$ cat src/design/swmi_pkg.sv
// shared constants and control types for the sliding window minimum block
`timescale 1ns / 1ps

package swmi_pkg;

    localparam int WINDOW_MAX = 64;
    localparam int DATA_W     = 32;
    localparam int WS_W       = 7;
    localparam int PTR_W      = (WINDOW_MAX > 1) ? $clog2(WINDOW_MAX) : 1;
    localparam int CNT_W      = $clog2(WINDOW_MAX + 1);
    localparam int EW_W       = (WS_W > CNT_W) ? WS_W : CNT_W;

    localparam logic [DATA_W-1:0] POS_MAX = '1;

    // one stored candidate
    typedef struct packed {
        logic        [DATA_W-1:0] pos;
        logic signed [DATA_W-1:0] value;
    } t_entry;

    // controller to datapath
    typedef struct packed {
        logic item_ready;
        logic pop_head;
        logic pop_tail;
        logic push;
        logic finish;
    } t_cmd;

    // datapath to controller
    typedef struct packed {
        logic item_valid;
        logic head_expired;
        logic tail_greater;
        logic emit_blocked;
    } t_status;

endpackage

$ cat src/design/swmi_ctrl.sv
// sequencer that steps one sample through the candidate list updates
`timescale 1ns / 1ps

module swmi_ctrl (
    input  logic              i_clk,
    input  logic              i_rst_n,
    input  swmi_pkg::t_status i_status,
    output swmi_pkg::t_cmd    o_cmd
);
    import swmi_pkg::*;

    typedef enum logic [2:0] {
        S_IDLE,
        S_HEAD,
        S_TAIL,
        S_PUSH,
        S_EMIT
    } t_state;

    t_state r_state;

    always_comb begin
        o_cmd = '0;
        case (r_state)
            S_IDLE: o_cmd.item_ready = 1'b1;
            S_HEAD: o_cmd.pop_head   = i_status.head_expired;
            S_TAIL: o_cmd.pop_tail   = i_status.tail_greater;
            S_PUSH: o_cmd.push       = 1'b1;
            S_EMIT: o_cmd.finish     = !i_status.emit_blocked;
            default: o_cmd = '0;
        endcase
    end

    always_ff @(posedge i_clk) begin
        if (!i_rst_n) begin
            r_state <= S_IDLE;
        end else begin
            case (r_state)
                S_IDLE: begin
                    if (i_status.item_valid) r_state <= S_HEAD;
                end
                S_HEAD: begin
                    if (!i_status.head_expired) r_state <= S_TAIL;
                end
                S_TAIL: begin
                    if (!i_status.tail_greater) r_state <= S_PUSH;
                end
                S_PUSH: r_state <= S_EMIT;
                S_EMIT: begin
                    if (!i_status.emit_blocked) r_state <= S_IDLE;
                end
                default: r_state <= S_IDLE;
            endcase
        end
    end

endmodule

$ cat config.mk
export PLATFORM = sky130hd
export DESIGN_NAME = swmi_ctrl
export DESIGN_NICKNAME = d
export VERILOG_FILES = /design/src/design/swmi_pkg.sv /design/src/design/swmi_ctrl.sv
export SDC_FILE = /design/constraint.sdc
export NUM_CORES = 1
export LEC_CHECK = 0
export ABC_CLOCK_PERIOD_IN_PS = 2800
export BUFFER_PORTS_ARGS = -buffer_cell sky130_fd_sc_hd__buf_4
export CAP_MARGIN = 30
export CORE_AREA = 2 2 39 41
export CTS_BUF_LIST = sky130_fd_sc_hd__clkbuf_8
export DETAILED_ROUTE_END_ITERATION = 7
export DIE_AREA = 0 0 41 43
export GPL_ROUTABILITY_DRIVEN = 1
export PLACE_DENSITY = 0.4
export SYNTH_ARGS = -nofsm -noshare
export SYNTH_HDL_FRONTEND = slang
export SYNTH_SLANG_ARGS = --single-unit
$ cat constraint.sdc
create_clock -name i_clk -period 2.8 [get_ports i_clk]
set_input_delay 0.14 -clock i_clk [delete_from_list [all_inputs] [get_ports i_clk]]
set_output_delay 0.14 -clock i_clk [all_outputs]
set_load 0.01 [all_outputs]
======== After elaboration in Yosys (flattened, before gate mapping) ========
Index checks and enable logic that the tools add are counted.
operators by class
  add/subtract/negate cells ............... 0
  multiply operators ...................... 0
  div/mod/pow operators ................... 0
  magnitude comparators ................... 0
  equal/unequal tests ..................... 8
  shift-type cells ........................ 0
  mux-type cells .......................... 10
  bitwise operators ....................... 0
  reduce and logical (&&, ||, !) cells .... 3
operator list
  operator                                                                count
  3-bit one-hot mux with 5 select lines                                   1
  3-bit 2-to-1 mux                                                        4
  2-bit != test (second input constant)                                   4
  3-bit by 2-bit equality test with 1-bit output (second input constant)  2
  1-bit 2-to-1 mux                                                        5
  4-bit AND reduction                                                     1
  3-bit by 1-bit equality test with 1-bit output (second input constant)  1
  3-bit equality test (second input constant)                             1
  3-bit logical NOT                                                       1
  1-bit logical NOT                                                       1
word-level totals
  register bits ........................... 3
  latch bits .............................. 0
  memory bits (writable) .................. 0
  ROM bits ................................ 0
  input bits .............................. 6
  output and inout port bits .............. 5
  word-level logic and storage cells ...... 22
  memories ................................ 0

======== Logic depth before layout (Yosys ltp) ========
  depth in word-level cells ............... 3
  depth in mapped cells ................... 3
  depth with buffers taken out ............ 2

======== Least setup slack after synthesis ========
No wires, ideal clock.
  path type ............................... reg-to-reg
  start point ............................. reg r_state[0]
  end point ............................... reg r_state[0]
  library setup time ...................... 0.118 ns
  arrival ................................. 0.913 ns
  data required time ...................... 2.682 ns
  slack ................................... 1.770 ns
  stages on the path, launching flop included .. 4
  path buffers ............................ 1
  period minus slack after synthesis ...... 1.030 ns
  cells stage by stage .................... dfxtp_1 buf_6 mux2_4 o2111a_1
between the ends
  cells in the longest elaborated chain, start to end .. 3
  elaborated cells on any way between the ends .. 11
  classes of those cells .................. eq/ne: 8; mux: 1; reduce/logical: 2
ends and longest elaborated chain
  item                                                                    line             source
  from (decl)                                                             swmi_ctrl.sv:20  t_state r_state;
  from (signal assigned)                                                  swmi_ctrl.sv:36  r_state <= S_IDLE;
  from (signal assigned)                                                  swmi_ctrl.sv:40  if (i_status.item_valid) r_state <= S_HEAD;
  from (signal assigned)                                                  swmi_ctrl.sv:43  if (!i_status.head_expired) r_state <= S_TAIL;
  3-bit by 1-bit equality test with 1-bit output (tied with other cells)  swmi_ctrl.sv:38  case (r_state)
  2-bit != test (no line)                                                 --
  4-bit AND reduction (no line)                                           --
Parallel ways exist; a longest one is shown, timed or not.
A chain may end at the register's enable or synchronous reset.

==> results by group <==
STA
  – Final setup fails: 0
  – Hold violation count in the final report: 0
  – Fin crit share: 45.32%
  – TNS Setup: 0 ps
  – Crit path time final: 1269 ps
  – Clk_skew: 0.5264 ps
  – WHS: 154.2 ps
  – Worst Max-Slew Pin Slew: 279.8 ps
  – Final count of pins violating max slew: 0
  – RSZ-0062 raised after global routing: false
  – Max-slew headroom: 81.32%
  – Maximum clock rate: 788.0 MHz

Setup path
  – Worst reg2reg path depth: 2
  – CP Class: flop to output pin
  – CP Capture Type: output pin
  – Worst reg2reg startpoint: r_state[0]
  – CP endpoint: o_cmd[0]
  – Arrival time at the worst endpoint: 1130 ps
  – Crit path required time: 2660 ps
  – Crit path from: r_state[2]
  – FF-to-FF End: r_state[0]
  – Setup crit start kind: flop
  – CP max FO: 6
  – R2R Setup Slk: 1660 ps

Synth
  – Yosys top cell area share: 30.00%
  – Ys flop type: dfxtp_1
  – Cell Area, Synth: 200.2 sq um
  – Mapped Cells: 20
  – Yosys reg bits: 3
  – Largest area contributor in the netlist: dfxtp_1
  – Yosys warns: 0
  – Top cells by area, synth: dfxtp_1 (30%), and4bb_2 (13%), mux2_4 (7.5%), buf_6 (5.6%), o2111a_1 (5.6%)
  – Seq/Total Area, Yosys: 30.00%
  – Most common library cells after synthesis: dfxtp_1 (3), and4bb_2 (2), nor3_1 (2)
  – Fraction of registers with async set/reset: 0%
  – Synth cell types: 16
  – Most common cell in the synthesized netlist: dfxtp_1
  – EDFF count, synth: 0
  – Post-synthesis net count: 26
  – Avg Synthesized Cell Area: 10.01 sq um

Floorplan
  – Die area: 1763 sq um
  – Initial Utilization: 14.47%
  – Core area: 1384 sq um
  – Row Count: 14
  – # IOs: 11
  – Die height: 43 microns
  – Chip Width: 41 microns

Global route
  – GRT Util Overall: 6.914%
  – Largest net degree at the start of global routing: 11
  – First-pass GRT wire length: 765 microns
  – Global route overflow: 0
  – Initial antenna violation count: 0
  – Vias in the first global route: 193

Pwr
  – Reported leakage power: 0.1555 nW
  – Final Power: 200.3 uW
  – PD cells: 618.1 nW/um^2
  – Max IR drop VDD: 0.3075 mV

Final layout
  – Max reg flops: 3
  – Ratio of cells with drive above 1 in the final layout: 56.25%
  – Area Overhead vs Synth: 61.88%
  – N_diodes: 0
  – Largest regs: r_state: 3 flops
  – Nets: 39
  – Reg with most FFs: r_state

Clock network
  – Clock-pin slew of the registers on the worst-case setup and hold paths: 30 ps
  – TritonCTS clock tree: done
  – Setup Fix Bufs, Post-CTS: 0
  – Clock Tree Buf Depth: 2
  – Total of cells resized after clock tree synthesis: 0
  – Total CTS buffers: 3
  – CTS Root Cell: clkbuf_8
  – CTS sink count: 3
  – H-tree depth: 1
  – Cts hold-fix bufs: 0
  – Clk_lat worst skew: 210 ps

Routing
  – Residual DRC count: 0
  – Routed vias: 195
  – Final WL: 488 microns
  – First-pass DRT Iterations: 3
  – Initial DRC count: 5
  – Final ANT Viol Nets: 0
  – WL/cell: 10.17 microns
  – Vias per cell: 4.063

Worst hold path
  – Worst min-delay path category: input port to flop
  – WHS Path Cells: 2

Place
  – DP HPWL: 372.9 microns
  – PortBufs: 10
  – Placer's final routability congestion estimate: 0.6254

Flow run
  – Maxcap violations: 0

Outcome
  – Outcome: completed
[worst min-delay path by stage]
stage,from,endpoint,slack [ps]
3_5_place_dp,i_rst_n,r_state[2],380
5_1_grt,i_rst_n,r_state[2],160
4_1_cts,i_rst_n,r_state[2],150
3_3_place_gp,i_rst_n,r_state[2],380
6_report,i_rst_n,r_state[2],150
2_1_floorplan,i_rst_n,r_state[2],260
[report_power, final]
group          total [mW]  switching, mW  internal (mW)  leakage [nW]
Clock               0.121         0.0282         0.0933        0.0269
Combinational      0.0272        0.00916         0.0180         0.104
Sequential         0.0517        0.00578         0.0459        0.0246
Total               0.200         0.0431          0.157         0.156
[cell usage in the layout (no fill, tap or decap)]
| master | n |
|---|---|
| and3b_2 | 1 |
| inv_1 | 2 |
| o2111a_1 | 1 |
| clkbuf_8 | 3 |
| nor3b_1 | 1 |
| nand2_1 | 1 |
| nor4_1 | 1 |
| and2b_2 | 1 |
| o21a_1 | 1 |
| o21ai_0 | 1 |
| o211a_1 | 1 |
| buf_4 | 10 |
| nor3_1 | 2 |
| and4bb_2 | 2 |
| mux2_4 | 1 |
| dfxtp_1 | 3 |
[metrics by stage]
stage	instances	utilization, %	setup WS [ps]	area, sq um
2_1_floorplan	20	-	1770	200.2
3_3_place_gp	44	20.16	1698	279.0
3_5_place_dp	44	20.16	1656	279.0
4_1_cts	48	23.42	1526	324.1
5_1_grt	48	23.42	1441	324.1
6_report	48	23.42	1531	324.1
[routing by layer]
layer | vias to the layer above | wire length [microns] | global-route usage (%)
met4 | 0 | 16 | 6.000
met3 | 2 | 85 | 5.236
met2 | 13 | 157 | 7.187
met5 | - | 0 | 0
li1 | 98 | - | -
met1 | 82 | 229 | 8.626
[worst max-delay path, cell delays in order, from the launching register on]
cell     delay (ps)
dfxtp_1         380
inv_1            90
nor4_1          280
buf_4           170
[logic make-up (layout without fill, tap and decap cells)]
logic type / count (synthesis) / in the layout / synth area share, %
AND/OR/NAND/NOR: 9 / 9 / 35.63
buffers and inverters: 3 / 15 / 9.995
AO/OA/AOI/OAI: 4 / 4 / 16.87
multiplexers: 1 / 1 / 7.498
flip-flops: 3 / 3 / 30.00
[layout make-up]
type                            count  area (sq um)
Clock inverter                      1         3.754
Multi-Input combinational cell     14         120.1
Fill cell                         153          1060
Inverter                            1         3.754
Clock buffer                        3         41.29
Timing Repair Buffer               10         75.07
Sequential cell                     3         60.06
Tap cell                           16         20.02
No activity file was read; power rests on OpenSTA's default activity.
